[src/rtl/core/zac_pkg.sv]
package zac_pkg;

	localparam int MAX_LINE_PIXELS = 4096;
	localparam int MAX_FRAME_LINES = 4096;

	// pixel and result field widths
	localparam int PIX_W   = 8;
	localparam int AVG_W   = 8;
	localparam int SUM_W   = 32;
	localparam int TALLY_W = 25;
	localparam logic [TALLY_W-1:0] TALLY_MAX = '1;

	// configuration port
	localparam int CFG_IDX_W  = 3;
	localparam int CFG_DATA_W = 16;
	localparam int CFG_SIZE_W = 13;
	localparam int CFG_POS_W  = 16;

	localparam logic [CFG_IDX_W-1:0] CFG_SCREEN_WIDTH  = CFG_IDX_W'(0);
	localparam logic [CFG_IDX_W-1:0] CFG_SCREEN_HEIGHT = CFG_IDX_W'(1);
	localparam logic [CFG_IDX_W-1:0] CFG_MONITOR_LEFT  = CFG_IDX_W'(2);
	localparam logic [CFG_IDX_W-1:0] CFG_MONITOR_TOP   = CFG_IDX_W'(3);
	localparam logic [CFG_IDX_W-1:0] CFG_ZONE_LEFT     = CFG_IDX_W'(4);
	localparam logic [CFG_IDX_W-1:0] CFG_ZONE_TOP      = CFG_IDX_W'(5);
	localparam logic [CFG_IDX_W-1:0] CFG_ZONE_SPAN_X   = CFG_IDX_W'(6);
	localparam logic [CFG_IDX_W-1:0] CFG_ZONE_SPAN_Y   = CFG_IDX_W'(7);

	localparam logic [CFG_SIZE_W-1:0] SCREEN_WIDTH_RST  = CFG_SIZE_W'(1920);
	localparam logic [CFG_SIZE_W-1:0] SCREEN_HEIGHT_RST = CFG_SIZE_W'(1080);
	localparam logic [CFG_SIZE_W-1:0] ZONE_SPAN_RST     = CFG_SIZE_W'(64);

	// raster position and zone edge widths
	localparam int COL_W = $clog2(MAX_LINE_PIXELS);
	localparam int ROW_W = $clog2(MAX_FRAME_LINES);
	localparam int XW    = $clog2(MAX_LINE_PIXELS + 1);
	localparam int YW    = $clog2(MAX_FRAME_LINES + 1);
	localparam int REL_W = CFG_POS_W + 2;

	// zone width is cut down to a multiple of this
	localparam int ZONE_ALIGN = 4;
	localparam int ALIGN_BITS = $clog2(ZONE_ALIGN);

	// depth of the zone bounds pipeline
	localparam int SETUP_CYCLES = 4;
	localparam int SETUP_CNT_W  = $clog2(SETUP_CYCLES);
	localparam int BIT_W        = $clog2(AVG_W);

	typedef enum logic [2:0] {
		ST_SETUP,
		ST_RUN,
		ST_DIV_LOAD,
		ST_DIV_STEP,
		ST_DIV_SAVE,
		ST_PUBLISH
	} zac_state_t;

	typedef enum logic [1:0] {
		CH_RED,
		CH_GREEN,
		CH_BLUE
	} zac_chan_t;

	typedef struct packed {
		logic      pix_take;
		logic      div_load;
		logic      div_step;
		logic      div_save;
		zac_chan_t chan;
		logic      publish;
	} zac_cmd_t;

	typedef struct packed {
		logic out_free;
	} zac_stat_t;

endpackage

[src/rtl/core/zac_ifs.sv]
interface zac_pix_if;
	import zac_pkg::*;

	logic             valid;
	logic             ready;
	logic [PIX_W-1:0] pix_blue;
	logic [PIX_W-1:0] pix_green;
	logic [PIX_W-1:0] pix_red;
	logic             frame_end;

	modport source (output valid, pix_blue, pix_green, pix_red, frame_end, input ready);
	modport sink (input valid, pix_blue, pix_green, pix_red, frame_end, output ready);
endinterface

interface zac_res_if;
	import zac_pkg::*;

	logic               valid;
	logic               ready;
	logic [AVG_W-1:0]   avg_red;
	logic [AVG_W-1:0]   avg_green;
	logic [AVG_W-1:0]   avg_blue;
	logic [TALLY_W-1:0] pixels_counted;

	modport source (output valid, avg_red, avg_green, avg_blue, pixels_counted, input ready);
	modport sink (input valid, avg_red, avg_green, avg_blue, pixels_counted, output ready);
endinterface

[src/rtl/core/zac_ctrl.sv]
module zac_ctrl (
	input  logic              clk,
	input  logic              arst_n,
	input  logic              in_valid,
	input  logic              in_frame_end,
	input  logic              cfg_we,
	input  zac_pkg::zac_stat_t stat,
	output logic              in_ready,
	output zac_pkg::zac_cmd_t  cmd
);
	import zac_pkg::*;

	zac_state_t              state_q, state_d;
	logic [SETUP_CNT_W-1:0]  setup_cnt_q, setup_cnt_d;
	logic [BIT_W-1:0]        bit_q, bit_d;
	zac_chan_t               chan_q, chan_d;

	always_ff @(posedge clk or negedge arst_n) begin
		if (!arst_n) begin
			state_q     <= ST_SETUP;
			setup_cnt_q <= '0;
			bit_q       <= '0;
			chan_q      <= CH_RED;
		end else begin
			state_q     <= state_d;
			setup_cnt_q <= setup_cnt_d;
			bit_q       <= bit_d;
			chan_q      <= chan_d;
		end
	end

	always_comb begin
		state_d      = state_q;
		setup_cnt_d  = setup_cnt_q;
		bit_d        = bit_q;
		chan_d       = chan_q;
		in_ready     = 1'b0;
		cmd          = '0;
		cmd.chan     = chan_q;
		unique case (state_q)
			ST_SETUP: begin
				// wait for the zone bounds to settle after a register write
				if (cfg_we) begin
					setup_cnt_d = '0;
				end else if (setup_cnt_q == SETUP_CNT_W'(SETUP_CYCLES - 1)) begin
					setup_cnt_d = '0;
					state_d     = ST_RUN;
				end else begin
					setup_cnt_d = setup_cnt_q + SETUP_CNT_W'(1);
				end
			end
			ST_RUN: begin
				in_ready     = 1'b1;
				cmd.pix_take = in_valid;
				if (in_valid && in_frame_end) begin
					chan_d  = CH_RED;
					state_d = ST_DIV_LOAD;
				end else if (cfg_we) begin
					setup_cnt_d = '0;
					state_d     = ST_SETUP;
				end
			end
			ST_DIV_LOAD: begin
				cmd.div_load = 1'b1;
				bit_d        = '0;
				state_d      = ST_DIV_STEP;
			end
			ST_DIV_STEP: begin
				cmd.div_step = 1'b1;
				if (bit_q == BIT_W'(AVG_W - 1)) begin
					state_d = ST_DIV_SAVE;
				end else begin
					bit_d = bit_q + BIT_W'(1);
				end
			end
			ST_DIV_SAVE: begin
				cmd.div_save = 1'b1;
				if (chan_q == CH_BLUE) begin
					state_d = ST_PUBLISH;
				end else begin
					chan_d  = (chan_q == CH_RED) ? CH_GREEN : CH_BLUE;
					state_d = ST_DIV_LOAD;
				end
			end
			ST_PUBLISH: begin
				if (stat.out_free) begin
					cmd.publish = 1'b1;
					setup_cnt_d = '0;
					state_d     = ST_SETUP;
				end
			end
			default: begin
				state_d = ST_SETUP;
			end
		endcase
	end

endmodule

[src/rtl/core/zac_div.sv]
module zac_div (
	input  logic                        clk,
	input  logic                        load,
	input  logic                        step,
	input  logic [zac_pkg::SUM_W-1:0]   sum,
	input  logic [zac_pkg::TALLY_W-1:0] cnt,
	output logic [zac_pkg::AVG_W-1:0]   quot
);
	import zac_pkg::*;

	localparam int REM_W = SUM_W + 2;
	localparam int DVS_W = TALLY_W + AVG_W;

	logic [REM_W-1:0] rem_q;
	logic [DVS_W-1:0] dvs_q;
	logic [AVG_W-1:0] quot_q;
	logic             ge;

	// round half up: (2*sum + n) / (2*n); quotient never exceeds the mean range
	assign ge = rem_q >= REM_W'(dvs_q);

	always_ff @(posedge clk) begin
		if (load) begin
			rem_q  <= REM_W'({sum, 1'b0}) + REM_W'(cnt);
			dvs_q  <= {cnt, AVG_W'(0)};
			quot_q <= '0;
		end else if (step) begin
			if (ge) begin
				rem_q <= rem_q - REM_W'(dvs_q);
			end
			quot_q <= {quot_q[AVG_W-2:0], ge};
			dvs_q  <= dvs_q >> 1;
		end
	end

	assign quot = quot_q;

endmodule

[src/rtl/core/zac_datapath.sv]
module zac_datapath (
	input  logic                           clk,
	input  logic                           arst_n,
	input  zac_pkg::zac_cmd_t              cmd,
	output zac_pkg::zac_stat_t             stat,
	input  logic                           cfg_we,
	input  logic [zac_pkg::CFG_IDX_W-1:0]  cfg_index,
	input  logic [zac_pkg::CFG_DATA_W-1:0] cfg_data,
	input  logic [zac_pkg::PIX_W-1:0]      pix_blue,
	input  logic [zac_pkg::PIX_W-1:0]      pix_green,
	input  logic [zac_pkg::PIX_W-1:0]      pix_red,
	input  logic                           frame_end,
	output logic                           out_valid,
	input  logic                           out_ready,
	output logic [zac_pkg::AVG_W-1:0]      avg_red,
	output logic [zac_pkg::AVG_W-1:0]      avg_green,
	output logic [zac_pkg::AVG_W-1:0]      avg_blue,
	output logic [zac_pkg::TALLY_W-1:0]    pixels_counted
);
	import zac_pkg::*;

	function automatic logic [SUM_W-1:0] sat_add(input logic [SUM_W-1:0] a,
		input logic [PIX_W-1:0] b);
		logic [SUM_W:0] s;
		s = {1'b0, a} + (SUM_W + 1)'(b);
		return s[SUM_W] ? '1 : s[SUM_W-1:0];
	endfunction

	// configuration registers
	logic [CFG_SIZE_W-1:0]       screen_width_q, screen_height_q;
	logic signed [CFG_POS_W-1:0] monitor_left_q, monitor_top_q;
	logic signed [CFG_POS_W-1:0] zone_left_q, zone_top_q;
	logic [CFG_SIZE_W-1:0]       zone_span_x_q, zone_span_y_q;

	always_ff @(posedge clk or negedge arst_n) begin
		if (!arst_n) begin
			screen_width_q  <= SCREEN_WIDTH_RST;
			screen_height_q <= SCREEN_HEIGHT_RST;
			monitor_left_q  <= '0;
			monitor_top_q   <= '0;
			zone_left_q     <= '0;
			zone_top_q      <= '0;
			zone_span_x_q   <= ZONE_SPAN_RST;
			zone_span_y_q   <= ZONE_SPAN_RST;
		end else if (cfg_we) begin
			unique case (cfg_index)
				CFG_SCREEN_WIDTH:  screen_width_q  <= cfg_data[CFG_SIZE_W-1:0];
				CFG_SCREEN_HEIGHT: screen_height_q <= cfg_data[CFG_SIZE_W-1:0];
				CFG_MONITOR_LEFT:  monitor_left_q  <= cfg_data;
				CFG_MONITOR_TOP:   monitor_top_q   <= cfg_data;
				CFG_ZONE_LEFT:     zone_left_q     <= cfg_data;
				CFG_ZONE_TOP:      zone_top_q      <= cfg_data;
				CFG_ZONE_SPAN_X:   zone_span_x_q   <= cfg_data[CFG_SIZE_W-1:0];
				CFG_ZONE_SPAN_Y:   zone_span_y_q   <= cfg_data[CFG_SIZE_W-1:0];
			endcase
		end
	end

	// zone bounds pipeline, runs freely from the registers
	logic [XW-1:0]           sw_s1;
	logic [YW-1:0]           sh_s1;
	logic signed [REL_W-1:0] dx_s1, dy_s1;
	logic [CFG_SIZE_W-1:0]   zw_s1, zh_s1;

	always_ff @(posedge clk) begin
		if (screen_width_q == '0) begin
			sw_s1 <= XW'(1);
		end else if (REL_W'(screen_width_q) > REL_W'(MAX_LINE_PIXELS)) begin
			sw_s1 <= XW'(MAX_LINE_PIXELS);
		end else begin
			sw_s1 <= XW'(screen_width_q);
		end
		if (screen_height_q == '0) begin
			sh_s1 <= YW'(1);
		end else if (REL_W'(screen_height_q) > REL_W'(MAX_FRAME_LINES)) begin
			sh_s1 <= YW'(MAX_FRAME_LINES);
		end else begin
			sh_s1 <= YW'(screen_height_q);
		end
		dx_s1 <= REL_W'(zone_left_q) - REL_W'(monitor_left_q);
		dy_s1 <= REL_W'(zone_top_q) - REL_W'(monitor_top_q);
		zw_s1 <= zone_span_x_q;
		zh_s1 <= zone_span_y_q;
	end

	logic signed [REL_W-1:0] sw_rel, sh_rel, ex, ey;
	logic [XW-1:0]           x0_s2, xe_s2;
	logic [YW-1:0]           y0_s2, ye_s2;
	logic                    off_x_s2, off_y_s2;

	assign sw_rel = $signed(REL_W'(sw_s1));
	assign sh_rel = $signed(REL_W'(sh_s1));
	assign ex     = dx_s1 + $signed(REL_W'(zw_s1));
	assign ey     = dy_s1 + $signed(REL_W'(zh_s1));

	// left edge clips to zero, right edge to the screen width
	always_ff @(posedge clk) begin
		off_x_s2 <= ex[REL_W-1] || (dx_s1 > sw_rel);
		off_y_s2 <= ey[REL_W-1] || (dy_s1 > sh_rel);
		x0_s2    <= dx_s1[REL_W-1] ? '0 : dx_s1[XW-1:0];
		y0_s2    <= dy_s1[REL_W-1] ? '0 : dy_s1[YW-1:0];
		xe_s2    <= (ex > sw_rel) ? sw_s1 : ex[XW-1:0];
		ye_s2    <= (ey > sh_rel) ? sh_s1 : ey[YW-1:0];
	end

	logic [XW-1:0] x0_s3, xw_s3;
	logic [YW-1:0] y0_s3, yh_s3;
	logic          off_s3;

	always_ff @(posedge clk) begin
		x0_s3  <= x0_s2;
		y0_s3  <= y0_s2;
		xw_s3  <= xe_s2 - x0_s2;
		yh_s3  <= ye_s2 - y0_s2;
		off_s3 <= off_x_s2 || off_y_s2;
	end

	logic [XW-1:0] x0_s4, xhi_s4;
	logic [YW-1:0] y0_s4, yhi_s4;
	logic          zone_ok_s4;

	always_ff @(posedge clk) begin
		x0_s4      <= x0_s3;
		y0_s4      <= y0_s3;
		xhi_s4     <= x0_s3 + {xw_s3[XW-1:ALIGN_BITS], ALIGN_BITS'(0)};
		yhi_s4     <= y0_s3 + yh_s3;
		zone_ok_s4 <= !off_s3 && (xw_s3[XW-1:ALIGN_BITS] != '0) && (yh_s3 != '0);
	end

	// raster position and zone membership
	logic [COL_W-1:0] col_q;
	logic [ROW_W-1:0] row_q;
	logic [XW-1:0]    col_ext, col_inc;
	logic [YW-1:0]    row_ext, row_inc;
	logic             hit;

	assign col_ext = XW'(col_q);
	assign row_ext = YW'(row_q);
	assign col_inc = col_ext + XW'(1);
	assign row_inc = row_ext + YW'(1);
	assign hit     = zone_ok_s4 && (col_ext >= x0_s4) && (col_ext < xhi_s4)
		&& (row_ext >= y0_s4) && (row_ext < yhi_s4);

	always_ff @(posedge clk or negedge arst_n) begin
		if (!arst_n) begin
			col_q <= '0;
			row_q <= '0;
		end else if (cmd.pix_take) begin
			if (frame_end) begin
				col_q <= '0;
				row_q <= '0;
			end else if (col_inc >= sw_s1) begin
				col_q <= '0;
				row_q <= (row_inc >= sh_s1) ? '0 : row_inc[ROW_W-1:0];
			end else begin
				col_q <= col_inc[COL_W-1:0];
			end
		end
	end

	// saturating channel sums and pixel tally
	logic [SUM_W-1:0]   red_total_q, green_total_q, blue_total_q;
	logic [TALLY_W-1:0] pixel_tally_q;

	always_ff @(posedge clk or negedge arst_n) begin
		if (!arst_n) begin
			red_total_q   <= '0;
			green_total_q <= '0;
			blue_total_q  <= '0;
			pixel_tally_q <= '0;
		end else if (cmd.publish) begin
			red_total_q   <= '0;
			green_total_q <= '0;
			blue_total_q  <= '0;
			pixel_tally_q <= '0;
		end else if (cmd.pix_take && hit) begin
			red_total_q   <= sat_add(red_total_q, pix_red);
			green_total_q <= sat_add(green_total_q, pix_green);
			blue_total_q  <= sat_add(blue_total_q, pix_blue);
			if (pixel_tally_q != TALLY_MAX) begin
				pixel_tally_q <= pixel_tally_q + TALLY_W'(1);
			end
		end
	end

	// one divider shared by the three channels
	logic [SUM_W-1:0] div_sum;
	logic [AVG_W-1:0] quot;

	always_comb begin
		unique case (cmd.chan)
			CH_RED:   div_sum = red_total_q;
			CH_GREEN: div_sum = green_total_q;
			CH_BLUE:  div_sum = blue_total_q;
			default:  div_sum = '0;
		endcase
	end

	zac_div u_div (
		.clk  (clk),
		.load (cmd.div_load),
		.step (cmd.div_step),
		.sum  (div_sum),
		.cnt  (pixel_tally_q),
		.quot (quot)
	);

	logic [AVG_W-1:0] avg_red_q, avg_green_q, avg_blue_q, avg_val;

	// empty zone gives black
	assign avg_val = (pixel_tally_q == '0) ? '0 : quot;

	always_ff @(posedge clk) begin
		if (cmd.div_save) begin
			unique case (cmd.chan)
				CH_RED:   avg_red_q   <= avg_val;
				CH_GREEN: avg_green_q <= avg_val;
				CH_BLUE:  avg_blue_q  <= avg_val;
				default:  avg_blue_q  <= avg_blue_q;
			endcase
		end
	end

	// result register
	logic               out_valid_q;
	logic [AVG_W-1:0]   out_red_q, out_green_q, out_blue_q;
	logic [TALLY_W-1:0] out_count_q;

	always_ff @(posedge clk or negedge arst_n) begin
		if (!arst_n) begin
			out_valid_q <= 1'b0;
		end else if (cmd.publish) begin
			out_valid_q <= 1'b1;
		end else if (out_ready) begin
			out_valid_q <= 1'b0;
		end
	end

	always_ff @(posedge clk) begin
		if (cmd.publish) begin
			out_red_q   <= avg_red_q;
			out_green_q <= avg_green_q;
			out_blue_q  <= avg_blue_q;
			out_count_q <= pixel_tally_q;
		end
	end

	assign stat.out_free   = !out_valid_q || out_ready;
	assign out_valid       = out_valid_q;
	assign avg_red         = out_red_q;
	assign avg_green       = out_green_q;
	assign avg_blue        = out_blue_q;
	assign pixels_counted  = out_count_q;

endmodule

[src/rtl/core/zone_average_color.sv]
// Mean color of one rectangular zone of a raster frame.
// pix channel: one BGR pixel per beat in raster order, frame_end set on the
// last pixel of the frame. res channel: one beat per frame with the rounded
// mean of red, green and blue over the zone and the number of pixels summed.
// Configuration is a plain write port (cfg_we, cfg_index, cfg_data); the zone
// is moved by the monitor origin, clipped to the screen and its width cut to
// a multiple of 4 by a four-stage bounds pipeline.
// Throughput: one pixel per cycle inside a frame. A register write drops
// pix.ready while the bounds pipeline settles.
// After the frame_end beat, pix.ready drops and one shared shift-subtract
// divider runs load, step and save for red, green and blue in turn; the
// result beat is published once the result register is free, and pix.ready
// returns when the bounds pipeline has settled again.
// A result waiting on res.ready does not block the next frame; only the
// following frame's result waits until the register is free.
// Reset: registers take their defaults, sums and raster position clear, and
// pix.ready rises when the bounds pipeline has settled after reset.
module zone_average_color (
	input  logic                           clk,
	input  logic                           arst_n,
	zac_pix_if.sink                        pix,
	zac_res_if.source                      res,
	input  logic                           cfg_we,
	input  logic [zac_pkg::CFG_IDX_W-1:0]  cfg_index,
	input  logic [zac_pkg::CFG_DATA_W-1:0] cfg_data
);
	import zac_pkg::*;

	zac_cmd_t           cmd;
	zac_stat_t          stat;
	logic               in_valid, in_ready, in_frame_end;
	logic               out_valid, out_ready;
	logic [AVG_W-1:0]   avg_red, avg_green, avg_blue;
	logic [TALLY_W-1:0] pixels_counted;

	assign in_valid     = pix.valid;
	assign in_frame_end = pix.frame_end;
	assign pix.ready    = in_ready;
	assign out_ready    = res.ready;

	assign res.valid          = out_valid;
	assign res.avg_red        = avg_red;
	assign res.avg_green      = avg_green;
	assign res.avg_blue       = avg_blue;
	assign res.pixels_counted = pixels_counted;

	zac_ctrl u_ctrl (
		.clk          (clk),
		.arst_n       (arst_n),
		.in_valid     (in_valid),
		.in_frame_end (in_frame_end),
		.cfg_we       (cfg_we),
		.stat         (stat),
		.in_ready     (in_ready),
		.cmd          (cmd)
	);

	zac_datapath u_datapath (
		.clk            (clk),
		.arst_n         (arst_n),
		.cmd            (cmd),
		.stat           (stat),
		.cfg_we         (cfg_we),
		.cfg_index      (cfg_index),
		.cfg_data       (cfg_data),
		.pix_blue       (pix.pix_blue),
		.pix_green      (pix.pix_green),
		.pix_red        (pix.pix_red),
		.frame_end      (in_frame_end),
		.out_valid      (out_valid),
		.out_ready      (out_ready),
		.avg_red        (avg_red),
		.avg_green      (avg_green),
		.avg_blue       (avg_blue),
		.pixels_counted (pixels_counted)
	);

endmodule

[src/flat_wrapper.sv]
// flat-port wrapper written by rule: the top's interface ports become plain ports
module zone_average_color_flat import zac_pkg::*;
  (clk, arst_n, cfg_we, cfg_index, cfg_data, pix_valid, pix_pix_blue, pix_pix_green, pix_pix_red, pix_frame_end, pix_ready, res_valid, res_avg_red, res_avg_green, res_avg_blue, res_pixels_counted, res_ready);
  zac_pix_if pix_i ();
  zac_res_if res_i ();
  input  logic clk;
  input  logic arst_n;
  input  logic cfg_we;
  input  logic [zac_pkg::CFG_IDX_W-1:0] cfg_index;
  input  logic [zac_pkg::CFG_DATA_W-1:0] cfg_data;
  input wire logic [$bits(pix_i.valid)-1:0] pix_valid;
  input wire logic [$bits(pix_i.pix_blue)-1:0] pix_pix_blue;
  input wire logic [$bits(pix_i.pix_green)-1:0] pix_pix_green;
  input wire logic [$bits(pix_i.pix_red)-1:0] pix_pix_red;
  input wire logic [$bits(pix_i.frame_end)-1:0] pix_frame_end;
  output wire logic [$bits(pix_i.ready)-1:0] pix_ready;
  output wire logic [$bits(res_i.valid)-1:0] res_valid;
  output wire logic [$bits(res_i.avg_red)-1:0] res_avg_red;
  output wire logic [$bits(res_i.avg_green)-1:0] res_avg_green;
  output wire logic [$bits(res_i.avg_blue)-1:0] res_avg_blue;
  output wire logic [$bits(res_i.pixels_counted)-1:0] res_pixels_counted;
  input wire logic [$bits(res_i.ready)-1:0] res_ready;
  assign pix_i.valid = pix_valid;
  assign pix_i.pix_blue = pix_pix_blue;
  assign pix_i.pix_green = pix_pix_green;
  assign pix_i.pix_red = pix_pix_red;
  assign pix_i.frame_end = pix_frame_end;
  assign pix_ready = pix_i.ready;
  assign res_valid = res_i.valid;
  assign res_avg_red = res_i.avg_red;
  assign res_avg_green = res_i.avg_green;
  assign res_avg_blue = res_i.avg_blue;
  assign res_pixels_counted = res_i.pixels_counted;
  assign res_i.ready = res_ready;
  zone_average_color u_core (.clk(clk), .arst_n(arst_n), .pix(pix_i), .res(res_i), .cfg_we(cfg_we), .cfg_index(cfg_index), .cfg_data(cfg_data));
endmodule
[config.mk]
export PLATFORM = sky130hd
export DESIGN_NAME = zone_average_color_flat
export DESIGN_NICKNAME = d
export VERILOG_FILES = /design/src/rtl/core/zac_pkg.sv /design/src/rtl/core/zac_ifs.sv /design/src/rtl/core/zac_ctrl.sv /design/src/rtl/core/zac_div.sv /design/src/rtl/core/zac_datapath.sv /design/src/rtl/core/zone_average_color.sv /design/src/flat_wrapper.sv
export SDC_FILE = /design/constraint.sdc
export NUM_CORES = 1
export LEC_CHECK = 0
export BUFFER_PORTS_ARGS = -buffer_cell sky130_fd_sc_hd__buf_4
export CAP_MARGIN = 20
export CORE_UTILIZATION = 60
export DETAILED_ROUTE_END_ITERATION = 10
export PLACE_DENSITY = 0.85
export SYNTH_ARGS = -nofsm -noshare
export SYNTH_HDL_FRONTEND = slang
export SYNTH_SLANG_ARGS = --single-unit
[constraint.sdc]
create_clock -name clk -period 7.2 [get_ports clk]
set_clock_uncertainty 0.15 [all_clocks]
set_input_delay 1.08 -clock clk [delete_from_list [all_inputs] [get_ports clk]]
set_output_delay 1.08 -clock clk [all_outputs]
set_load 0.01 [all_outputs]
Yosys cells after proc, flatten, opt, wreduce, memory -nomap -nowiden
Index checks and enable logic that the tools add are counted.
- bits in registers: 666
- latch bits: 0
- bits in writable memories: 0
- ROM bits: 0
- input port bits: 49
- output and inout bits: 51
- logic and storage cells: 220
- memories kept: 0
- add/subtract/negate cells: 18
- multiply operators: 0
- divide/modulo/power cells: 0
- $lt $le $gt $ge: 13
- equality and inequality tests: 27
- shifts and indexed selects: 0
- mux-type cells: 57
- bitwise logic cells: 0
- reductions and logical operators: 51
- operators with widths (cell ; count):
    2-to-1 mux 32 bit ; 9
    2-to-1 mux 34 bit ; 3
    adder 32 x 8 -> 33 bit ; 3
    one-hot mux 32 bit (3 select lines) ; 1
    2-to-1 mux 25 bit ; 3
    2-to-1 mux 33 bit ; 2
    2-to-1 mux 12 bit ; 5
    2-to-1 mux 13 bit ; 4
    adder 17 x 14 -> 18 bit ; 2
    > comparator 18 x 14 -> 1 bit ; 2
    adder 33 x 25 -> 34 bit ; 1
    >= comparator 34 x 33 -> 1 bit ; 1
    > comparator 17 x 14 -> 1 bit ; 2
    subtractor 16 x 16 -> 17 bit ; 2
    subtractor 34 x 33 -> 34 bit ; 1
    AND reduction 2 bit ; 15
    adder 12 x 1 -> 13 bit (second input constant) ; 2
    adder 13 bit ; 2
    >= comparator 12 x 13 -> 1 bit ; 2
    >= comparator 13 bit ; 2
    > comparator 13 bit (second input constant) ; 2
    zero test 13 bit ; 2
    < comparator 12 x 13 -> 1 bit ; 2
    subtractor 13 bit ; 2
    other kinds (34) ; 94

Depth between registers and ports, before layout
Gate-level depths: netlist of run 1.
- word-level depth: 8
- gate-level depth with buffers: 18
- gate-level depth less buffers: 17

By module
From an unflattened synthesis of run 1, not the netlist that was laid out.
- cells, all modules: 3657
- area, all modules: 36234.8 µm²
- by module, submodules not included (module ; times used ; cells each ; area an instance (µm²) ; seq. area each (µm²)):
    zac_datapath ; 1 ; 2860 ; 29219.3 ; 13605.5
    zac_div ; 1 ; 729 ; 6342.3 ; 2092.0
    zac_ctrl ; 1 ; 68 ; 673.1 ; 250.2

Least setup slack after synthesis of run 1
OpenSTA, ideal clock, no wires.
- path type: register to register
- start: reg u_core.u_ctrl.chan_q[1]
- end: reg u_core.u_datapath.u_div.rem_q[32], data pin
- library setup time: 0.267 ns
- arrival: 4.228 ns
- data required time: 6.783 ns
- setup slack: 2.555 ns
- stages on the path, launching flop included: 16
- path buffers: 3
- period minus slack after synthesis: 4.645 ns
- path through: dfrtp_1 clkbuf_1 clkbuf_1 buf_1 mux2i_1 o21ai_0 ha_1 a2111oi_0 o21ai_0 a31o_2 or3_1 a41oi_1 a21oi_1 a31o_2 nand3_1 o31ai_1
- longest elaborated chain between the ends: 4
- elaborated cells between the ends (all ways): 6
- those cells by class: 1 x add/sub; 2 x eq/ne; 2 x mux; 1 x reduce/logical
- ends and longest elaborated chain (item ; line ; source):
    start, declared ; zac_ctrl.sv:16 ; zac_chan_t chan_q, chan_d;
    start signal, assigned ; zac_ctrl.sv:28 ; chan_q <= chan_d;
    equality test 2 bit (tied with other cells) ; zac_datapath.sv:191 ; unique case (cmd.chan)
    one-hot mux 32 bit (3 select lines) (*) ; zac_datapath.sv:191 ;
    adder 33 x 25 -> 34 bit (*) ; zac_div.sv:24 ; rem_q <= REM_W'({sum, 1'b0}) + REM_W'(cnt);
    2-to-1 mux 34 bit (*) ; zac_div.sv:23 ; if (load) begin
    end signal, assigned ; zac_div.sv:24 ;
    end signal, assigned ; zac_div.sv:29 ; rem_q <= rem_q - REM_W'(dvs_q);
    end, declared ; zac_div.sv:14 ; logic [REM_W-1:0] rem_q;
Every way passes the cells marked *; elsewhere a longest branch is shown, timed or not.
A chain may end at the register's enable or synchronous reset.

Worst setup path after layout of run 1
- start: reg u_core.u_datapath.dy_s1[0]
- end: reg u_core.u_datapath.ye_s2[4]
- longest elaborated chain between the ends: 3
- ends and longest elaborated chain (item ; line ; source):
    start, declared ; zac_datapath.sv:62 ; logic signed [REL_W-1:0] dx_s1, dy_s1;
    start signal, assigned ; zac_datapath.sv:81 ; dy_s1 <= REL_W'(zone_top_q) - REL_W'(monitor_top_q);
    adder 17 x 14 -> 18 bit (*) ; zac_datapath.sv:94 ; assign ey = dy_s1 + $signed(REL_W'(zh_s1));
    > comparator 18 x 14 -> 1 bit ; zac_datapath.sv:103 ; ye_s2 <= (ey > sh_rel) ? sh_s1 : ey[YW-1:0];
    2-to-1 mux 13 bit (*) ; zac_datapath.sv:103 ;
    end signal, assigned ; zac_datapath.sv:103 ;
    end, declared ; zac_datapath.sv:88 ; logic [YW-1:0] y0_s2, ye_s2;
Marks and branches as above.

==> results.cfg, run 1 <==
[clock_tree]
cts.sinks = 662
cts_inserted_buffers = 69
clkTransAtPathRegs_ps = 60
tritoncts = built
postCtsResizedCells = 0
clk_latency_ps = 650
ctsLongestPathBuffers = 3
post_cts.repair.setup_buffers = 0
cts_max_level = 3
ctsHoldBuffers = 0
cts.root.buffer_cell = clkbuf_16

[worst_setup_path]
critical_path.startpoint_type = flop
cp_max_fo = 7
worst-endpoint-required_ps = 7570
critPathKind = reg2reg
critical_path.endpoint = u_core.u_datapath.ye_s2[4]
r2r.worst_path.cells = 18
cp.arrival_ps = 5100
worst_setup_path_end_kind = flop
regToRegSetupSlack_ps = 2470
crit_start = u_core.u_datapath.dy_s1[0]
regToRegStartpoint = u_core.u_datapath.dy_s1[0]
reg2reg_to = u_core.u_datapath.ye_s2[4]

[synth]
synth.ff_latch_count = 662
post_synthesis_compound_gate_area_fraction_pct = 15.3
postSynth.topFlopCell = dfrtp_1
postSynth.asyncResetShare_pct = 41.1
syn-instance-count = 3567
synth_top_area_share_pct = 18.5
dominant_combinational_cell_family_by_area_after_synthesis = compound AO/OA/AOI/OAI gates
synth.distinct_cells = 82
synth.area.top_cells = dfrtp_1 18%, dfxtp_1 15%, edfxtp_1 11%, ha_1 11%, mux2_2 4.0%
synth_area_um2 = 35500
synth.top_cells.by_count = 314 x ha_1, 276 x nand2_1, 266 x inv_1, 262 x dfrtp_1, 258 x dfxtp_1
synth_adder_area_share_pct = 11.7
seq_area_frac_synth_pct = 44.9
post_synth_xor_area_fraction_pct = 4.49
mappedNetlistNets = 3942
synth_enable_flop_cells = 132
synthMuxAreaShare_pct = 5.83
syn_area_per_cell_um2 = 9.95
synth_most_common_cell = ha_1
post_synth_and_or_nand_nor_area_fraction_pct = 13.7
yosysWarnings = 0
synth_area_leader_cell = dfrtp_1

[power_and_ir_drop]
power_switching_share_pct = 37.4
power.share.sequential_pct = 34.9
power_per_cell_area_nw_per_um2 = 413
static_leakage_nw = 17.8
internal_power_mw = 10.2
combPwrFrac_pct = 42.1
p_clk_share_pct = 23.0
power.net_switching_mw = 6.11
worst_ir_drop_vdd_mv = 0.301

[floorplan]
die_x_um = 245
io_pins = 100
std_cell_rows = 88
initial_core_util_pct = 61.2
floorplan.die.height_um = 245
die-area_um2 = 60100
core-area_um2 = 58000

[grt]
grt_start_max_net_pins = 126
wire_length_of_the_first_global_routing_pass_um = 139000
via_count_of_the_first_global_routing_pass = 26600
grt.overflow.total = 0
track_usage_pct = 28.7
grt_antenna_before_repair = 1

[min_path]
hold-path-cell-count = 0
min-delay-path-class = reg2reg

[cells_and_area]
multi_input_area_um2 = 18200
stdcell_area_um2 = 39500
area.sequential_um2 = 16000
filler_cells_inserted = 4225
area_growth_syn_to_layout_pct = 11.3
antenna-diode-count = 0
layout-drive-gt1-share_pct = 11.7
final_net_count = 4030

[timing]
finalCritPeriodShare_pct = 65.7
report.final.setup_viol = 0
fmax_mhz = 212
final-max-slew-violation-count = 0
timing.max_slew.rel_slack_pct = 30.6
worst_pin_slew_ps = 1040
period_needed_ps = 4730
timing.setup.tns_ps = 0
report.final.hold_viol_count = 0
grt_setup_unrepaired = no

[detailed_routing]
firstDrtPassIters = 6
detail-route-antenna-nets = 0
wire_per_inst_um = 19.2
drc_violation_count_after_routing = 0
first_iter_violations = 2607
finalWirelength_um = 86100
avgViaCountPerCell = 6.17
total_via_count_after_detailed_routing = 27600

[place]
portBuffers = 99
detailed_place_hpwl_um = 60100
placed_area_um2 = 37000
routability_congestion = 0.962

[outcome]
run_status = completed

[job]
max_cap_violations = 0
-- cells by family after synthesis --
group | Yosys count
buffers and inverters | 376
adder cells (fa/ha/maj) | 326
multiplexers | 191
AO/OA/AOI/OAI | 848
flip-flops | 662
AND/OR/NAND/NOR | 982
XOR/XNOR | 182
-- final cells by class --
| cell class | instances | share of cell area (%) |
|---|---|---|
| Multi-Input combinational cell | 2529 | 46.0 |
| Sequential cell | 662 | 40.4 |
| Clock buffer | 87 | 5.04 |
| Inverter | 266 | 2.53 |
| Timing Repair Buffer | 127 | 2.46 |
| Tap cell | 765 | 2.42 |
| Clock inverter | 41 | 1.20 |
-- per-stage QoR --
stage / instances / power [mW] / util [%] / hold slack (ps) / worst slack [ps]
global placement: 4347 / 12.1 / 63.8 / 164 / 2400
floorplan: 3567 / 10.7 / - / 160 / 2560
detailed placement: 4349 / 12.4 / 63.8 / 162 / 2500
finish: 4477 / 16.3 / 68.1 / 177 / 2470
CTS: 4477 / 16.3 / 68.1 / 177 / 2520
global route: 4477 / 17.4 / 68.1 / 183 / 2200
-- layer usage --
| metal | share of wire [%] | vias to the layer above | GRT usage (%) |
|---|---|---|---|
| li1 | - | 13000 | - |
| met1 | 43 | 13200 | 39.6 |
| met2 | 46 | 1205 | 46.3 |
| met3 | 8.1 | 198 | 4.95 |
| met4 | 2.8 | 2 | 8.49 |
| met5 | 0.014 | - | 0 |
-- worst min-delay path by stage --
| stage | start | to | slack (ps) |
|---|---|---|---|
| after floorplan | u_core.u_datapath.x0_s3[0] | u_core.u_datapath.xhi_s4[0] | 160 |
| after global placement | u_core.u_datapath.x0_s3[1] | u_core.u_datapath.xhi_s4[1] | 160 |
| after detailed placement | u_core.u_datapath.x0_s3[0] | u_core.u_datapath.xhi_s4[0] | 160 |
| after CTS | u_core.u_datapath.x0_s3[1] | u_core.u_datapath.xhi_s4[1] | 180 |
| after global routing | u_core.u_datapath.x0_s3[0] | u_core.u_datapath.xhi_s4[0] | 180 |
| final | u_core.u_datapath.x0_s3[0] | u_core.u_datapath.xhi_s4[0] | 180 |
-- registers in the layout, indices dropped and copies added, names as in the netlist, 16 cells and up --
signal,cells
u_core.u_datapath.blue_total_q,32
u_core.u_datapath.dx_s1,17
u_core.u_datapath.dy_s1,17
u_core.u_datapath.green_total_q,32
u_core.u_datapath.monitor_left_q,16
u_core.u_datapath.monitor_top_q,16
u_core.u_datapath.pixel_tally_q,25
u_core.u_datapath.pixels_counted,25
u_core.u_datapath.red_total_q,32
u_core.u_datapath.u_div.dvs_q,33
u_core.u_datapath.u_div.rem_q,34
u_core.u_datapath.zone_left_q,16
u_core.u_datapath.zone_top_q,16
-- cells in the final DEF (no fill, tap or decap), drive strengths merged, types with 93 or more instances in the layout --
cell type,instances
buf,127
dfxtp,258
ha,314
mux2,127
a21oi,202
o21ai,242
inv,277
dfrtp,262
nand2,277
nor2,207
xnor2,110
nor2b,93
edfxtp,132
-- critical path, stage by stage (launching register included) --
cell and delay (ps):
dfxtp_1 320, ha_1 240, fa_1 410, a21o_1 190, a31oi_1 270, a21oi_1 160
a21oi_1 240, o21bai_1 100, a21oi_1 180, xnor2_1 180, ha_1 270, and3_1 150
and3_1 190, and4_1 190, a21oi_1 110, a2111oi_0 80, a21oi_1 540, buf_4 290
mux2_2 340
-- power groups by stage --
stage	sequential, mW	clock, mW	combinational [mW]
floorplan	5.47	0	5.27
global placement	5.69	0	6.42
detailed placement	5.73	0	6.65
CTS	5.68	3.79	6.80
global route	5.79	3.94	7.66
finish	5.69	3.74	6.87
No activity file was read; power rests on OpenSTA's default activity.
==> inputs of run 2 (changes only) <==
- ABC_AREA: default -> 1
- clock period: 7.2 -> 4.4 ns (I/O delays scaled with it)
==> results.cfg, run 2 <==
[outcome]
run_status = completed

[grt]
grt.overflow.total = 0
grt_start_max_net_pins = 82
track_usage_pct = 33.5
wire_length_of_the_first_global_routing_pass_um = 175000
via_count_of_the_first_global_routing_pass = 32400
grt_antenna_before_repair = 1

[detailed_routing]
wire_per_inst_um = 18.5
drc_violation_count_after_routing = 0
firstDrtPassIters = 6
avgViaCountPerCell = 5.85
total_via_count_after_detailed_routing = 35000
finalWirelength_um = 111000
detail-route-antenna-nets = 0
first_iter_violations = 4123

[floorplan]
std_cell_rows = 92
die_x_um = 256
floorplan.die.height_um = 256
initial_core_util_pct = 61.0
core-area_um2 = 63400
io_pins = 100
die-area_um2 = 65500

[worst_setup_path]
r2r.worst_path.cells = 25
cp.arrival_ps = 4150
critPathKind = reg2reg
cp_max_fo = 14
critical_path.startpoint_type = flop
crit_start = u_core.u_datapath.dx_s1[0]
reg2reg_to = u_core.u_datapath.xe_s2[5]
timing.critical_path.mode_cell = nand2_1
slowest_delay_ps = 410
regToRegSetupSlack_ps = 660
regToRegStartpoint = u_core.u_datapath.dx_s1[0]
worst_setup_path_end_kind = flop
worst-endpoint-required_ps = 4810
worst_path_max_delay_cell = fa_1

[synth]
synth_enable_flop_cells = 132
seq_area_frac_synth_pct = 41.2
synth_most_common_cell = nand2_1
postSynth.asyncResetShare_pct = 41.1
synth_area_leader_cell = dfrtp_1
syn-instance-count = 4976
synth.distinct_cells = 61
synth.top_cells.by_count = 1160 x nand2_1, 691 x inv_1, 409 x nor2_1, 352 x o21ai_0, 340 x nand3_1
synth_area_um2 = 38700
postSynth.topFlopCell = dfrtp_1
syn_area_per_cell_um2 = 7.78
yosysWarnings = 0
synth_top_area_share_pct = 16.9
synth.ff_latch_count = 662
mappedNetlistNets = 5351
synth.area.top_cells = dfrtp_1 17%, dfxtp_1 13%, nand2_1 11%, edfxtp_1 10%, ha_1 10%

[clock_tree]
clk_latency_ps = 640
tritoncts = built
ctsLongestPathBuffers = 3
cts_max_level = 3
cts_inserted_buffers = 71
cts.sinks = 662
post_cts.repair.setup_buffers = 0
cts.root.buffer_cell = clkbuf_16
clkTransAtPathRegs_ps = 60

[timing]
worst_pin_slew_ps = 1050
worst_hold_margin_ps = 193
finalCritPeriodShare_pct = 84.9
final-max-slew-violation-count = 0
fmax_mhz = 268
timing.max_slew.rel_slack_pct = 29.7
report.final.hold_viol_count = 0
grt_setup_unrepaired = no
timing.setup.tns_ps = 0
report.final.setup_viol = 0
period_needed_ps = 3740
final_worst_slack_ps = 662

[cells_and_area]
filler_cells_inserted = 5183
antenna-diode-count = 0
mostFrequentLayoutCells = 1159 x nand2_1, 691 x inv_1, 406 x nor2_1, 352 x o21ai_0, 340 x nand3_1
layout.cells.non_filler = 5978
area_growth_syn_to_layout_pct = 10.4
largest_registers = u_core.u_datapath.u_div.rem_q x34, u_core.u_datapath.u_div.dvs_q x33
final_net_count = 5450
largest_register = u_core.u_datapath.u_div.rem_q
largest_register_ff_count = 34
mostFrequentLayoutCell = nand2_1
layout-drive-gt1-share_pct = 6.08

[min_path]
hold-path-cell-count = 0
min-delay-path-class = reg2reg
hold-path-endpoint = u_core.u_datapath.xhi_s4[0]
hp-start = u_core.u_datapath.x0_s3[0]

[power_and_ir_drop]
power_per_cell_area_nw_per_um2 = 766
static_leakage_nw = 20.5
power.total_mw = 32.7
worst_ir_drop_vdd_mv = 0.489

[job]
max_cap_violations = 0

[place]
detailed_place_hpwl_um = 82700
place_ws_ps = 581
numPlacedInstances = 5844
portBuffers = 99
routability_congestion = 1.04
## run 2: cell count changes after synthesis, moves of 54 or more
cell and change:
xnor2_1 -71, mux2_2 -127, nand3_1 +252, mux2i_1 -64, nor2b_1 -93, a21oi_1 +69, nor2_1 +204, o21ai_0 +112
xor2_1 +65, o22ai_1 +54, inv_1 +425, nand2_1 +884
## run 2: metal layers
layer | GRT usage [%] | vias to the layer above | share of wire (%) | wire [um]
met4 | 10.2 | 2 | 3.2 | 3490
met5 | 0 | - | 0.012 | 13
li1 | - | 16700 | - | -
met2 | 51.6 | 1751 | 44 | 48300
met1 | 48.2 | 16300 | 43 | 47700
met3 | 5.75 | 248 | 10 | 11100
## run 2: cell families (layout without fill, tap and decap cells)
group	Yosys count	after routing	synth area share, %
flip-flops	662	662	41.2
adder cells (fa/ha/maj)	326	326	10.8
XOR/XNOR	176	176	3.98
AND/OR/NAND/NOR	2183	2183	24.0
AO/OA/AOI/OAI	824	824	11.8
buffers and inverters	805	961	8.20
## run 2: per-stage QoR
step                      util (%)  instance area, um2
after global placement        63.4               40200
final                         67.4               42700
after detailed placement      63.4               40200
after global routing          67.4               42700
after floorplan                  -               38700
after CTS                     67.3               42700
## run 2: timing repair
| item | 4_1_cts | 5_1_grt |
|---|---|---|
| hold buffers | 1 | 0 |
| hold endpoints to repair | 77 | 0 |
| resized for setup | 0 | 0 |
## run 2: how the worst max path moves through the flow
stage | end
finish | u_core.u_datapath.xe_s2[5]
floorplan | u_core.u_datapath.u_div.rem_q[0]
detailed placement | u_core.u_datapath.row_q[9]
global placement | u_core.u_datapath.row_q[2]
global route | u_core.u_datapath.xe_s2[11]
CTS | u_core.u_datapath.row_q[9]
## run 2: power breakdown
| part | total (mW) | internal, mW | switching, mW |
|---|---|---|---|
| sequential | 10.4 | 8.67 | 1.77 |
| clock | 6.30 | 3.70 | 2.60 |
| combinational | 16.0 | 5.58 | 10.4 |
## run 2: final cells by class
type | instances | area [um2] | share of cell area (%)
Clock buffer | 98 | 2070 | 4.85
Clock inverter | 32 | 389 | 0.910
Inverter | 696 | 2610 | 6.12
Multi-Input combinational cell | 3509 | 19600 | 45.9
Sequential cell | 662 | 15900 | 37.3
Tap cell | 846 | 1060 | 2.48
Timing Repair Buffer | 135 | 1050 | 2.46
## run 2: critical path, delay by kind of cell (launching register included)
family / cells / cell delay [ps]
XOR/XNOR: 1 / 280
flip-flops: 1 / 320
adder cells (fa/ha/maj): 3 / 940
AND/OR/NAND/NOR: 20 / 1820
buffers and inverters: 1 / 180
